$ cat src/hw/rtl/u8u16_pkg.sv
// Package for the UTF-8 to UTF-16 transcoder: code points, byte limits,
// the lead byte classes and the record that moves from decoder to serializer.
// Depends on nothing.
package u8u16_pkg;

  // UTF-16 constants.
  localparam logic [15:0] UNIT_REPL     = 16'hFFFD;
  localparam logic [15:0] HI_SURR_BASE  = 16'hD800;
  localparam logic [15:0] LO_SURR_BASE  = 16'hDC00;
  localparam logic [20:0] SUPP_BASE     = 21'h10000;
  localparam logic [9:0]  SURR_PAYLOAD  = 10'h3FF;

  // UTF-8 byte limits.
  localparam logic [7:0] ASCII_END     = 8'h80;
  localparam logic [7:0] LEAD2_MIN     = 8'hC2;
  localparam logic [7:0] LEAD2_MAX     = 8'hDF;
  localparam logic [7:0] LEAD3_MIN     = 8'hE0;
  localparam logic [7:0] LEAD3_MAX     = 8'hEF;
  localparam logic [7:0] LEAD4_MIN     = 8'hF0;
  localparam logic [7:0] LEAD4_MAX     = 8'hF4;
  localparam logic [7:0] LEAD_E0       = 8'hE0;
  localparam logic [7:0] LEAD_ED       = 8'hED;
  localparam logic [7:0] LEAD_F0       = 8'hF0;
  localparam logic [7:0] LEAD_F4       = 8'hF4;
  localparam logic [7:0] CONT_MIN      = 8'h80;
  localparam logic [7:0] CONT_MAX      = 8'hBF;
  localparam logic [7:0] CONT_MIN_E0   = 8'hA0;
  localparam logic [7:0] CONT_MAX_ED   = 8'h9F;
  localparam logic [7:0] CONT_MIN_F0   = 8'h90;
  localparam logic [7:0] CONT_MAX_F4   = 8'h8F;

  // Most units one byte can cause, and the width of a unit count.
  localparam int UNITS_MAX = 4;
  localparam int CNT_W     = 3;

  // Default depth of the queue between decoder and serializer.
  localparam int Q_DEPTH_DEFAULT = 2;

  // Class of a byte taken as a lead.
  typedef enum logic [2:0] {
    LEAD_ASCII,
    LEAD_TWO,
    LEAD_THREE,
    LEAD_FOUR,
    LEAD_BAD
  } lead_kind_t;

  // All units caused by one input byte.
  typedef struct packed {
    logic [UNITS_MAX-1:0][15:0] units;
    logic [CNT_W-1:0]           cnt;
    logic                       fin;
  } job_t;

endpackage

$ cat src/hw/rtl/u8u16_if.sv
// Channel interfaces of the transcoder: the byte input and the unit output.
// Each carries valid, ready and the payload. Depends on nothing.
interface u8u16_in_if;
  logic       valid;
  logic       ready;
  logic [7:0] in_byte;
  logic       is_final;

  modport source(output valid, in_byte, is_final, input ready);
  modport sink(input valid, in_byte, is_final, output ready);
endinterface

interface u8u16_out_if;
  logic        valid;
  logic        ready;
  logic [15:0] code_unit;
  logic        run_end;
  logic        string_end;

  modport source(output valid, code_unit, run_end, string_end, input ready);
  modport sink(input valid, code_unit, run_end, string_end, output ready);
endinterface

$ cat src/hw/rtl/u8u16_front.sv
// Decoder front end: accepts UTF-8 bytes, tracks the open sequence and
// turns each byte into at most one UTF-16 unit record. Uses u8u16_pkg, u8u16_in_if.
module u8u16_front
  import u8u16_pkg::*;
(
  input  logic         clk,
  input  logic         rst,
  u8u16_in_if.sink     rx,
  output job_t         job,
  output logic         job_valid,
  input  logic         job_ready
);

  // Decoder state.
  logic [1:0]  seq_length, seq_length_next;
  logic [1:0]  bytes_taken, bytes_taken_next;
  logic [14:0] partial_point, partial_point_next;
  logic [7:0]  lead_value, lead_value_next;

  logic        accept;
  logic [7:0]  b;
  logic        open_seq;
  logic [7:0]  lo_lim;
  logic [7:0]  hi_lim;
  logic        cont_ok;
  logic [20:0] point;
  logic [20:0] supp_off;
  logic [1:0]  taken_inc;
  logic        complete;
  lead_kind_t  kind;
  logic [1:0]  lead_len;
  logic [14:0] lead_bits;
  logic [15:0] lead_unit;
  logic [1:0]  n_pre;
  logic [1:0]  n_mid;
  logic [1:0]  n_post;
  logic [15:0] u0;
  logic [15:0] u1;
  logic [CNT_W-1:0] mid_end;

  assign accept   = rx.valid && rx.ready;
  assign rx.ready = job_ready;
  assign b        = rx.in_byte;

  // Classify the byte as a lead.
  always_comb begin
    lead_len  = 2'd0;
    lead_bits = '0;
    lead_unit = UNIT_REPL;
    if (b < ASCII_END) begin
      kind      = LEAD_ASCII;
      lead_unit = {8'h00, b};
    end else if (b >= LEAD2_MIN && b <= LEAD2_MAX) begin
      kind      = LEAD_TWO;
      lead_len  = 2'd1;
      lead_bits = {10'd0, b[4:0]};
    end else if (b >= LEAD3_MIN && b <= LEAD3_MAX) begin
      kind      = LEAD_THREE;
      lead_len  = 2'd2;
      lead_bits = {11'd0, b[3:0]};
    end else if (b >= LEAD4_MIN && b <= LEAD4_MAX) begin
      kind      = LEAD_FOUR;
      lead_len  = 2'd3;
      lead_bits = {12'd0, b[2:0]};
    end else begin
      kind      = LEAD_BAD;
    end
  end

  // Continuation check; the first continuation has tighter limits after
  // some leads, which rules out overlong forms, surrogates and values
  // above the last plane.
  always_comb begin
    lo_lim = CONT_MIN;
    hi_lim = CONT_MAX;
    if (bytes_taken == 2'd0) begin
      if (lead_value == LEAD_E0) begin
        lo_lim = CONT_MIN_E0;
      end else if (lead_value == LEAD_ED) begin
        hi_lim = CONT_MAX_ED;
      end else if (lead_value == LEAD_F0) begin
        lo_lim = CONT_MIN_F0;
      end else if (lead_value == LEAD_F4) begin
        hi_lim = CONT_MAX_F4;
      end
    end
    cont_ok = (b >= lo_lim) && (b <= hi_lim);
  end

  assign open_seq  = (seq_length != 2'd0);
  assign point     = {partial_point, b[5:0]};
  assign supp_off  = point - SUPP_BASE;
  assign taken_inc = bytes_taken + 2'd1;
  assign complete  = (taken_inc == seq_length);

  // Units of one byte: n_pre replacements for a broken sequence, then n_mid
  // units from the lead or the finished point, then n_post replacements for
  // a sequence cut short by the end of the string.
  always_comb begin
    seq_length_next    = seq_length;
    bytes_taken_next   = bytes_taken;
    partial_point_next = partial_point;
    lead_value_next    = lead_value;
    n_pre  = 2'd0;
    n_mid  = 2'd0;
    n_post = 2'd0;
    u0     = UNIT_REPL;
    u1     = UNIT_REPL;
    if (open_seq && cont_ok) begin
      if (complete) begin
        if (point[20:16] == 5'd0) begin
          n_mid = 2'd1;
          u0    = point[15:0];
        end else begin
          n_mid = 2'd2;
          u0    = HI_SURR_BASE | {6'd0, supp_off[19:10]};
          u1    = LO_SURR_BASE | {6'd0, supp_off[9:0] & SURR_PAYLOAD};
        end
        seq_length_next    = 2'd0;
        bytes_taken_next   = 2'd0;
        partial_point_next = '0;
        lead_value_next    = '0;
      end else if (rx.is_final) begin
        n_post             = taken_inc + 2'd1;
        seq_length_next    = 2'd0;
        bytes_taken_next   = 2'd0;
        partial_point_next = '0;
        lead_value_next    = '0;
      end else begin
        bytes_taken_next   = taken_inc;
        partial_point_next = point[14:0];
      end
    end else begin
      // A broken sequence gives one replacement per byte consumed.
      if (open_seq) begin
        n_pre = bytes_taken + 2'd1;
      end
      seq_length_next    = 2'd0;
      bytes_taken_next   = 2'd0;
      partial_point_next = '0;
      lead_value_next    = '0;
      unique case (kind)
        LEAD_ASCII, LEAD_BAD: begin
          n_mid = 2'd1;
          u0    = lead_unit;
        end
        LEAD_TWO, LEAD_THREE, LEAD_FOUR: begin
          if (rx.is_final) begin
            n_post = 2'd1;
          end else begin
            seq_length_next    = lead_len;
            partial_point_next = lead_bits;
            lead_value_next    = b;
          end
        end
        default: begin
          n_mid = 2'd1;
        end
      endcase
    end
  end

  // Assemble the record.
  assign mid_end = CNT_W'(n_pre) + CNT_W'(n_mid);

  always_comb begin
    job.cnt = mid_end + CNT_W'(n_post);
    job.fin = rx.is_final;
    for (int k = 0; k < UNITS_MAX; k++) begin
      if (CNT_W'(k) >= CNT_W'(n_pre) && CNT_W'(k) < mid_end) begin
        job.units[k] = (CNT_W'(k) == CNT_W'(n_pre)) ? u0 : u1;
      end else begin
        job.units[k] = UNIT_REPL;
      end
    end
  end

  // A byte that leaves a sequence pending causes no record.
  assign job_valid = accept && (job.cnt != '0);

  // Decoder state registers.
  always_ff @(posedge clk) begin
    if (rst) begin
      seq_length    <= 2'd0;
      bytes_taken   <= 2'd0;
      partial_point <= '0;
      lead_value    <= '0;
    end else if (accept) begin
      seq_length    <= seq_length_next;
      bytes_taken   <= bytes_taken_next;
      partial_point <= partial_point_next;
      lead_value    <= lead_value_next;
    end
  end

endmodule

$ cat src/hw/rtl/u8u16_queue.sv
// Short queue of unit records between the decoder and the serializer,
// so that each side stalls on its own. Uses u8u16_pkg.
module u8u16_queue
  import u8u16_pkg::*;
#(
  parameter int DEPTH = Q_DEPTH_DEFAULT
) (
  input  logic clk,
  input  logic rst,
  input  job_t push_job,
  input  logic push_valid,
  output logic push_ready,
  output job_t pop_job,
  output logic pop_valid,
  input  logic pop_ready
);

  localparam int PTR_W = (DEPTH > 1) ? $clog2(DEPTH) : 1;
  localparam int CNT_Q = $clog2(DEPTH + 1);

  job_t             store [DEPTH];
  logic [PTR_W-1:0] wptr, wptr_next;
  logic [PTR_W-1:0] rptr, rptr_next;
  logic [CNT_Q-1:0] count;
  logic             push;
  logic             pop;

  assign push_ready = (count != CNT_Q'(DEPTH));
  assign pop_valid  = (count != '0);
  assign pop_job    = store[rptr];
  assign push       = push_valid && push_ready;
  assign pop        = pop_valid && pop_ready;

  // Pointer wrap for any depth.
  assign wptr_next = (wptr == PTR_W'(DEPTH - 1)) ? '0 : wptr + 1'b1;
  assign rptr_next = (rptr == PTR_W'(DEPTH - 1)) ? '0 : rptr + 1'b1;

  // Entry storage.
  always_ff @(posedge clk) begin
    if (push) begin
      store[wptr] <= push_job;
    end
  end

  // Pointers and fill count.
  always_ff @(posedge clk) begin
    if (rst) begin
      wptr  <= '0;
      rptr  <= '0;
      count <= '0;
    end else begin
      if (push) begin
        wptr <= wptr_next;
      end
      if (pop) begin
        rptr <= rptr_next;
      end
      if (push && !pop) begin
        count <= count + 1'b1;
      end else if (pop && !push) begin
        count <= count - 1'b1;
      end
    end
  end

endmodule

$ cat src/hw/rtl/u8u16_back.sv
// Serializer back end: holds one record and sends its units one per word
// on the output channel, marking run and string ends. Uses u8u16_pkg.
module u8u16_back
  import u8u16_pkg::*;
(
  input  logic         clk,
  input  logic         rst,
  input  job_t         job,
  input  logic         job_valid,
  output logic         job_ready,
  u8u16_out_if.source  tx
);

  job_t       cur;
  logic       busy;
  logic [1:0] idx;
  logic       last;
  logic       fire;
  logic       load;

  // Current word.
  assign last          = ({1'b0, idx} == (cur.cnt - 1'b1));
  assign tx.valid      = busy;
  assign tx.code_unit  = cur.units[idx];
  assign tx.run_end    = last;
  assign tx.string_end = last && cur.fin;

  assign fire      = tx.valid && tx.ready;
  assign job_ready = !busy || (fire && last);
  assign load      = job_ready && job_valid;

  // Record register, loaded when idle or as the last word leaves.
  always_ff @(posedge clk) begin
    if (load) begin
      cur <= job;
    end
  end

  // Occupancy and unit index.
  always_ff @(posedge clk) begin
    if (rst) begin
      busy <= 1'b0;
      idx  <= 2'd0;
    end else if (load) begin
      busy <= 1'b1;
      idx  <= 2'd0;
    end else if (fire) begin
      if (last) begin
        busy <= 1'b0;
        idx  <= 2'd0;
      end else begin
        idx <= idx + 2'd1;
      end
    end
  end

endmodule

$ cat src/hw/rtl/utf8_to_utf16_transcoder.sv
// Strict UTF-8 to UTF-16 transcoder, top level.
// Input channel rx carries one byte per word with is_final on the last byte
// of a string. Output channel tx carries one UTF-16 code unit per word;
// run_end marks the last unit caused by an input byte and string_end the
// last unit of the string. Invalid input gives one U+FFFD per consumed byte.
// A byte that leaves a multi-byte sequence pending gives no word.
// After a byte is accepted, its record passes through the queue and then the
// output register before the first unit of the byte is offered on tx.
// Throughput: one byte per cycle while tx does not stall and each byte causes
// at most one unit; a byte that causes n units (up to four) holds the output
// register for n words; the queue of QUEUE_DEPTH records absorbs that before
// rx.ready drops. When tx stalls, the current word holds and the queue fills.
// Reset closes any open sequence and empties the queue and output register.
// Uses u8u16_pkg, u8u16_if, u8u16_front, u8u16_queue and u8u16_back.
module utf8_to_utf16_transcoder
  import u8u16_pkg::*;
#(
  parameter int QUEUE_DEPTH = Q_DEPTH_DEFAULT
) (
  input  logic        clk,
  input  logic        rst,
  u8u16_in_if.sink    rx,
  u8u16_out_if.source tx
);

  job_t fj;
  logic fj_valid;
  logic fj_ready;
  job_t qj;
  logic qj_valid;
  logic qj_ready;

  // Decoder.
  u8u16_front u_front (
    .clk       (clk),
    .rst       (rst),
    .rx        (rx),
    .job       (fj),
    .job_valid (fj_valid),
    .job_ready (fj_ready)
  );

  // Record queue.
  u8u16_queue #(
    .DEPTH (QUEUE_DEPTH)
  ) u_queue (
    .clk        (clk),
    .rst        (rst),
    .push_job   (fj),
    .push_valid (fj_valid),
    .push_ready (fj_ready),
    .pop_job    (qj),
    .pop_valid  (qj_valid),
    .pop_ready  (qj_ready)
  );

  // Serializer.
  u8u16_back u_back (
    .clk       (clk),
    .rst       (rst),
    .job       (qj),
    .job_valid (qj_valid),
    .job_ready (qj_ready),
    .tx        (tx)
  );

`ifndef SYNTHESIS
  // A record enters the queue only when there is room for it.
  assert property (@(posedge clk) disable iff (rst) fj_valid |-> fj_ready)
    else $error("record pushed into a full queue");

  // Every record holds between one and four units.
  assert property (@(posedge clk) disable iff (rst)
    qj_valid |-> (qj.cnt != '0) && (qj.cnt <= CNT_W'(UNITS_MAX)))
    else $error("queued record with a bad unit count");

  // The end of a string is always the end of a run.
  assert property (@(posedge clk) disable iff (rst)
    tx.valid && tx.string_end |-> tx.run_end)
    else $error("string end without run end");
`endif

endmodule
$ cat src/flat_wrapper.sv
// flat-port wrapper written by rule: the top's interface ports become plain ports
module utf8_to_utf16_transcoder_flat import u8u16_pkg::*;
#(
  parameter int QUEUE_DEPTH = Q_DEPTH_DEFAULT
)
  (clk, rst, rx_valid, rx_in_byte, rx_is_final, rx_ready, tx_valid, tx_code_unit, tx_run_end, tx_string_end, tx_ready);
  u8u16_in_if rx_i ();
  u8u16_out_if tx_i ();
  input  logic clk;
  input  logic rst;
  input wire logic [$bits(rx_i.valid)-1:0] rx_valid;
  input wire logic [$bits(rx_i.in_byte)-1:0] rx_in_byte;
  input wire logic [$bits(rx_i.is_final)-1:0] rx_is_final;
  output wire logic [$bits(rx_i.ready)-1:0] rx_ready;
  output wire logic [$bits(tx_i.valid)-1:0] tx_valid;
  output wire logic [$bits(tx_i.code_unit)-1:0] tx_code_unit;
  output wire logic [$bits(tx_i.run_end)-1:0] tx_run_end;
  output wire logic [$bits(tx_i.string_end)-1:0] tx_string_end;
  input wire logic [$bits(tx_i.ready)-1:0] tx_ready;
  assign rx_i.valid = rx_valid;
  assign rx_i.in_byte = rx_in_byte;
  assign rx_i.is_final = rx_is_final;
  assign rx_ready = rx_i.ready;
  assign tx_valid = tx_i.valid;
  assign tx_code_unit = tx_i.code_unit;
  assign tx_run_end = tx_i.run_end;
  assign tx_string_end = tx_i.string_end;
  assign tx_i.ready = tx_ready;
  utf8_to_utf16_transcoder #(.QUEUE_DEPTH(QUEUE_DEPTH)) u_core (.clk(clk), .rst(rst), .rx(rx_i), .tx(tx_i));
endmodule
$ cat config.mk
export PLATFORM = sky130hd
export DESIGN_NAME = utf8_to_utf16_transcoder_flat
export DESIGN_NICKNAME = d
export VERILOG_FILES = /design/src/hw/rtl/u8u16_pkg.sv /design/src/hw/rtl/u8u16_if.sv /design/src/hw/rtl/u8u16_front.sv /design/src/hw/rtl/u8u16_queue.sv /design/src/hw/rtl/u8u16_back.sv /design/src/hw/rtl/utf8_to_utf16_transcoder.sv /design/src/flat_wrapper.sv
export SDC_FILE = /design/constraint.sdc
export NUM_CORES = 1
export LEC_CHECK = 0
export BUFFER_PORTS_ARGS = -buffer_cell sky130_fd_sc_hd__buf_2
export CORE_ASPECT_RATIO = 0.9
export CORE_UTILIZATION = 50
export CTS_BUF_LIST = sky130_fd_sc_hd__clkbuf_16
export CTS_CLUSTER_DIAMETER = 120
export DETAILED_ROUTE_END_ITERATION = 8
export GPL_TIMING_DRIVEN = 0
export MAX_ROUTING_LAYER = met4
export PLACE_DENSITY_LB_ADDON = 0.08
export SETUP_SLACK_MARGIN = 0.2
export SYNTH_ARGS = -nofsm -noshare
export SYNTH_HDL_FRONTEND = slang
export SYNTH_SLANG_ARGS = --single-unit
$ cat constraint.sdc
create_clock -name clk -period 12.9 [get_ports clk]
set_clock_uncertainty 0.1 [all_clocks]
set_input_delay 2.58 -clock clk [delete_from_list [all_inputs] [get_ports clk]]
set_output_delay 2.58 -clock clk [all_outputs]
set_load 0.01 [all_outputs]
==> results.txt, run 1 <==
status: finished, final reports clean
Pre-antenna DRT Iters: 5
Max Clk Rate: 147.7 MHz
NumNets Final: 694
vias in the first global route: 5439
overall routing resource usage: 21.78%
synth unique cells: 53
YS warnings: 0
Critical Path AT: 6.86 ns
Design Power: 2.065 mW
number of setup buffers added after CTS: 0
mean post-synth cell area: 16.07 um2
Critical Path RT: 12.99 ns
unrepaired setup endpoints after global routing: no
period utilisation layout: 52.49%
CTS resizes: 0
Max Slew Vio Count: 0
Post-Syn Instances: 602
synthesis-to-layout area growth: 14.68%
TNS Setup: 0 ns
H-tree Lvls: 1
I/O pins: 33
CTS clk-pin slew, worst paths: 0.06 ns
Final Hold Viols: 0
routed len/inst: 21.62 um
async set-reset flop share out of synthesis: 0%
IR Drop Worst-Case VDD: 0.0001110 V
GRT overflow: 0
diode count: 0
Skew-Pair Late Insertion Delay: 0.52 ns
Post-Layout Cell Count: 932
Netlist Area Pre-Place: 0.009672 mm2
DIE AREA: 0.01990 mm2
Max-slew headroom: 7.358%
row count: 47
Critical Path End Type: flip-flop
fillers: 1386
max cap viols: 0
Most used DFF post-synth: edfxtp_1
R2R Path Start: u_core.u_front.bytes_taken[0]
CTS tree: done
hold buffers post-CTS: 0
Leak: 3.250 nW
CTS root buffer: clkbuf_16
Slew @ Worst Pin: 1.379 ns
Worst Hold Launch: u_core.u_front.lead_value[6]
endpoints failing setup: 0
drt via density: 5.690
worst-path fanout max: 54
CTS Buffer Depth: 3
placed cells: 886
critical path launch point: rx_in_byte[4]
Hold Path Class: flip-flop to flip-flop
DR vias: 5303
CTS buffer count: 25
I/O Buffers: 29
post-route ant nets: 0
syn nets: 628
critical path startpoint category: primary input
Num Clock Sinks: 238
commonest cells after routing, fill and taps aside: edfxtp_1 (204), mux2_2 (69), dfxtp_1 (34)
initial antenna violation count: 0
EDFF count, synth: 204
share of layout cells above drive strength 1: 25.91%
pwr dens: 186.2 mW/mm2
chip width: 148.6 um
Chip Height: 133.9 um
Yosys reg bits: 238
drt drc: 0
DP HPWL: 13.27 mm
largest net degree at the start of global routing: 55
initial core utilization: 51.88%
Total Wirelength: 20.15 mm
most common cell after layout, fill and taps aside: edfxtp_1
first-pass GRT wire length: 31.27 mm
Core Area: 0.01864 mm2
Worst Path Class, Setup: primary input to flip-flop
Tmin final: 6.771 ns
sequential area share after synthesis: 70.38%
routability cong.: 0.8927
Starting DRT DRC Count: 442
## through the flow
stage | instance area, um2 | utilization [%] | hold slack (ns) | setup slack [ns]
6_report | 11090 | 59.50 | 0.3533 | 6.129
5_1_grt | 11090 | 59.50 | 0.3715 | 5.917
4_1_cts | 11090 | 59.50 | 0.3539 | 6.137
3_5_place_dp | 10290 | 55.20 | 0.3405 | 5.616
3_3_place_gp | 10120 | 54.31 | 0.3361 | -1.236
2_1_floorplan | 9672 | - | 0.3262 | 2.315
## worst paths after layout
check                                                     to  slack [ns]  depth (start not counted)
worst max-delay path             u_core.u_queue.store[1][66]        6.13                         16
worst min-delay path            u_core.u_front.lead_value[6]        0.35                          1
worst max register to register   u_core.u_queue.store[1][66]        7.16                         20
worst min register to register  u_core.u_front.lead_value[6]        0.35                          1
## cells in the mapped netlist, types with 13 or more instances
library cell / instances / share of area [%]
mux2_2: 69 / 8.0
o21ai_0: 23 / 1.2
edfxtp_1: 204 / 63
clkbuf_1: 13 / 0.50
mux4_2: 16 / 3.7
nor3_1: 17 / 0.88
nand2_1: 33 / 1.3
nand2b_1: 13 / 0.84
a21oi_1: 16 / 0.83
nor2_1: 24 / 0.93
dfxtp_1: 34 / 7.0
a22o_1: 22 / 2.0
## registers in the layout (all words and copies together), names as in the netlist, 2 cells and up
| register | flops |
|---|---|
| u_core.u_front.partial_point | 15 |
| u_core.u_queue.count | 2 |
| u_core.u_back.cur | 68 |
| u_core.u_queue.store | 136 |
| u_core.u_back.idx | 2 |
| u_core.u_front.lead_value | 8 |
| u_core.u_front.bytes_taken | 2 |
| u_core.u_front.seq_length | 2 |
## power by group
| group | switching [mW] | internal (mW) |
|---|---|---|
| Sequential | 0.0202 | 0.943 |
| Combinational | 0.243 | 0.161 |
| Clock | 0.285 | 0.413 |
## critical path, cell delays in order
cell and delay (ns):
buf_2 0.18, inv_1 0.19, ha_1 0.33, and3b_1 0.18, a2111o_1 0.46, and4_4 0.20, buf_6 0.14, a21oi_1 0.15
ha_1 0.21, fa_1 0.53, fa_1 0.42, xor2_1 0.25, nor3_1 0.13, nor2_1 0.21, and2_4 0.35, buf_16 0.30
## metal layers
layer  global-route usage, %  vias up  routed length [um]  share of wire (%)
met3                   2.823       34                1016                5.0
li1                        -     2468                   -                  -
met1                   30.69     2649                9270                 46
met4                   6.472        0                 423                2.1
met2                   33.28      152                9444                 47
met5                       -        -                   0                  0
## final cells by class
cell class / instances / area (um2) / share of cell area, %
Buffer: 26 / 111.4 / 1.004
Clock buffer: 25 / 625.6 / 5.640
Clock inverter: 21 / 176.4 / 1.591
Inverter: 13 / 51.30 / 0.4625
Multi-Input combinational cell: 325 / 2726 / 24.58
Sequential cell: 238 / 6807 / 61.36
Tap cell: 245 / 306.5 / 2.764
Timing Repair Buffer: 39 / 287.8 / 2.594
## logic make-up (layout without fill, tap and decap cells)
family / after synthesis / in the layout / synth area share, %
flops: 238 / 238 / 70.38
simple gates: 125 / 125 / 6.753
compound gates: 90 / 90 / 6.507
mux: 85 / 85 / 11.76
buf+inv: 39 / 124 / 1.682
fa+ha+maj: 13 / 13 / 1.837
xor+xnor: 12 / 12 / 1.087
Power figures use the tool's default switching activity.
==> run 2, diff against run 1 <==
--- a/config.mk
+++ b/config.mk
@@ -5,6 +5,7 @@
 export SDC_FILE = /design/constraint.sdc
 export NUM_CORES = 1
 export LEC_CHECK = 0
+export ABC_AREA = 1
 export BUFFER_PORTS_ARGS = -buffer_cell sky130_fd_sc_hd__buf_2
 export CORE_ASPECT_RATIO = 0.9
 export CORE_UTILIZATION = 50
==> constraint.sdc (replaced) <==
create_clock -name clk -period 6.1 [get_ports clk]
set_clock_uncertainty 0.1 [all_clocks]
set_input_delay 1.22 -clock clk [delete_from_list [all_inputs] [get_ports clk]]
set_output_delay 1.22 -clock clk [all_outputs]
set_load 0.01 [all_outputs]
==> results.txt, run 2 <==
Tmin final: 5.508 ns
DP HPWL: 17.41 mm (+31%)
I/O pins: 33 (unchanged)
placed cell areas: 0.01131 mm2 (+9.9%)
fillers: 1822 (+31%)
Synth area leader: edfxtp_1
status: finished, final reports clean
crit-path leading delay family: adder cells
row count: 50 (+6.4%)
Starting DRT DRC Count: 720 (+63%)
endpoints failing setup: 0 (unchanged)
Pint: 3.270 mW (+120%)
CTS tree: done
Num Clock Sinks: 238 (unchanged)
Most flops, register: u_core.u_queue.store
pwr dens: 384.6 mW/mm2 (+110%)
CTS resizes: 0 (unchanged)
synthesis-to-layout area growth: 13.87%
mean post-synth cell area: 11.36 um2 (-29%)
top cells by count, synth: edfxtp_1 (204), nand2_1 (156), nor2_1 (101)
combinational power share: 24.0% (+4.5 points)
Critical Path AT: 5.61 ns (-1.25 ns)
Core Area: 0.02090 mm2 (+12%)
Total Wirelength: 25.55 mm (+27%)
initial core utilization: 51.09% (-0.79 points)
CTS clk-pin slew, worst paths: 0.06 ns (about the same)
first-pass GRT wire length: 39.34 mm (+26%)
I/O Buffers: 30 (+3.4%)
drt drc: 0 (unchanged)
worst-path fanout max: 28 (-48%)
Netlist Area Pre-Place: 0.01068 mm2 (+10%)
Leak: 4.005 nW (+23%)
Critical Path End Type: flip-flop
max FFs per register: 136 (unchanged)
Max-slew headroom: 41.23% (+34 points)
EDFF count, synth: 204 (unchanged)
syn nets: 966 (+54%)
drt via density: 5.464 (-4.0%)
Pre-antenna DRT Iters: 5 (unchanged)
top cell type's share of synthesized area: 57.38% (-6.0 points)
Final Hold Viols: 0 (unchanged)
initial antenna violation count: 0 (unchanged)
period utilisation layout: 90.29%
top-count cell post-synth: edfxtp_1
async set-reset flop share out of synthesis: 0% (unchanged)
Max Slew Vio Count: 0 (unchanged)
most common cell after layout, fill and taps aside: edfxtp_1
routability cong.: 0.9090 (+1.8%)
CTS root buffer: clkbuf_16
Synth area leaders: edfxtp_1 (57%), mux2_2 (7.2%), dfxtp_1 (6.4%)
diode count: 0 (unchanged)
Crit path buffers/inverters: 6 (+2)
placed cells: 1261 (+42%)
chip width: 156.0 um (+5.0%)
IR Drop Worst-Case VDD: 0.0002317 V (+110%)
CTS buffer count: 26 (+4.0%)
DIE AREA: 0.02194 mm2 (+10%)
Switch Pwr: 1.405 mW (+160%)
NumNets Final: 1034 (+49%)
share of layout cells above drive strength 1: 19.20% (-6.7 points)
vias in the first global route: 6870 (+26%)
DR vias: 7169 (+35%)
Post-Layout Cell Count: 1312 (+41%)
cell chain of the critical path: inv_2 -> ha_1 -> nand2_1 -> a21oi_1 -> ha_1 -> nand2_1 -> nor2_1 -> nand2_1 -> a21oi_4 -> nand2_4 -> buf_6 -> buf_2 -> nand2_1 -> inv_1 -> ha_1 -> fa_1 -> fa_1 -> or2_2 -> nand3_1 -> nand2_1 -> nor2_4 -> buf_12 -> buf_12
post-route ant nets: 0 (unchanged)
sequential cell fraction of total power: 44.6% (-2.1 points)
overall routing resource usage: 24.83% (+3.1 points)
TNS Setup: 0 ns (unchanged)
CP peak stage delay: 0.51 ns (-0.02 ns)
YS warnings: 0 (unchanged)
Clock power frac: 31.5% (-2.3 points)
unrepaired setup endpoints after global routing: no
Top cell by count, worst path: nand2_1
critical path startpoint category: flip-flop
Most used DFF post-synth: edfxtp_1
Skew-Pair Late Insertion Delay: 0.52 ns (about the same)
CTS Buffer Depth: 3 (unchanged)
routed len/inst: 19.47 um (-9.9%)
Slew @ Worst Pin: 0.8815 ns (-0.4975 ns)
GRT overflow: 0 (unchanged)
largest net degree at the start of global routing: 69 (+25%)
Slowest-stage cell, CP: fa_1
Post-Syn Instances: 940 (+56%)
sequential area share after synthesis: 63.76% (-6.6 points)
max cap viols: 0 (unchanged)
Chip Height: 140.6 um (+5.0%)
largest registers: u_core.u_queue.store: 136 flops, u_core.u_back.cur: 68 flops, u_core.u_front.partial_point: 15 flops
Final Hold Slack: 0.3670 ns (+0.01372 ns)
post-route cell area: 0.01216 mm2 (+9.6%)
Critical Path RT: 6.21 ns (-6.78 ns)
hold buffers post-CTS: 0 (unchanged)
synth unique cells: 40 (-25%)
Max Clk Rate: 181.6 MHz
Hold Path Class: flip-flop to flip-flop
H-tree Lvls: 1 (unchanged)
Sw Ratio: 30.05% (+3.5 points)
Worst Path Class, Setup: flip-flop to flip-flop
commonest cells after routing, fill and taps aside: edfxtp_1 (204), nand2_1 (156), nor2_1 (99)
Yosys reg bits: 238 (unchanged)
[run 2: cell types whose count changed after synthesis, sizes merged, moves of 15 or more]
cell	change
nand2	+128
nor2	+79
nand3	+62
inv	+50
o21ai	+42
nand4	+35
a22o	-22
mux4	-16
a21oi	+15
[run 2: power by group through the flow]
stage | Combinational (mW) | Sequential (mW) | Clock [mW]
2_1_floorplan | 0.691 | 2.12 | 0
3_3_place_gp | 1.05 | 2.15 | 0
3_5_place_dp | 1.12 | 2.12 | 0
4_1_cts | 1.13 | 2.08 | 1.49
5_1_grt | 1.22 | 2.10 | 1.56
6_report | 1.12 | 2.08 | 1.47
[run 2: worst reg2reg max path, delay by kind of cell (launching register included)]
family                   cells  cell delay [ns]
adder cells (fa/ha/maj)      5             1.70
AND/OR/NAND/NOR             10             1.51
AO/OA/AOI/OAI                2             0.26
buffers and inverters        6             1.10
flip-flops                   1             0.49
[run 2: layout make-up]
class	instances	area, um2	area share, %
sequential	238	6807	56.00
multi-input combinational	591	3401	27.98
buffer	48	249.0	2.048
clock inverter	19	131.4	1.081
inverter	63	239.0	1.966
tap	286	357.8	2.944
clock buffer	27	675.6	5.558
timing repair buffer	40	295.3	2.429
[run 2: path summary, 6_finish.rpt]
kind                                  from                           end  slack (ns)  depth (start not counted)
min reg2reg   u_core.u_front.lead_value[5]  u_core.u_front.lead_value[5]        0.37                          2
max          u_core.u_front.bytes_taken[0]    u_core.u_queue.store[1][7]        0.59                         23
min           u_core.u_front.lead_value[5]  u_core.u_front.lead_value[5]        0.37                          2
max reg2reg  u_core.u_front.bytes_taken[0]    u_core.u_queue.store[1][7]        0.59                         23
[run 2: kinds of logic (layout without fill, tap and decap cells)]
logic type	Yosys count	in the layout	share of synthesized area (%)
AOI/OAI and AO/OA	116	116	5.849
xor gates and xnor gates	6	6	0.4923
adders and majority gates	13	13	1.664
buffers and inverters	112	197	4.583
DFF	238	238	63.76
muxes	70	70	7.360
and+or+nand+nor	385	386	16.29
[run 2: repair_timing]
item                       4_1_cts  5_1_grt
setup buffers                    0        5
pin swaps                        1        2
setup endpoints to repair       28      107
gates cloned                     1        0
[run 2: per-layer routing]
| layer | GRT usage, % | up-vias | share of wire (%) |
|---|---|---|---|
| li1 | - | 3468 | - |
| met1 | 34.45 | 3447 | 47 |
| met2 | 39.05 | 210 | 46 |
| met3 | 3.013 | 44 | 5.0 |
| met4 | 6.192 | 0 | 2.1 |
| met5 | - | - | 0 |
[run 2: stage by stage]
step                setup slack (ns)  total power, mW  util (%)
floorplan                    -0.1517            2.810         -
global placement              -1.836            3.202     53.54
detailed placement            0.1504            3.235     54.12
CTS                           0.1848            4.703     58.01
global route                  0.2213            4.885     58.17
finish                        0.5924            4.675     58.17
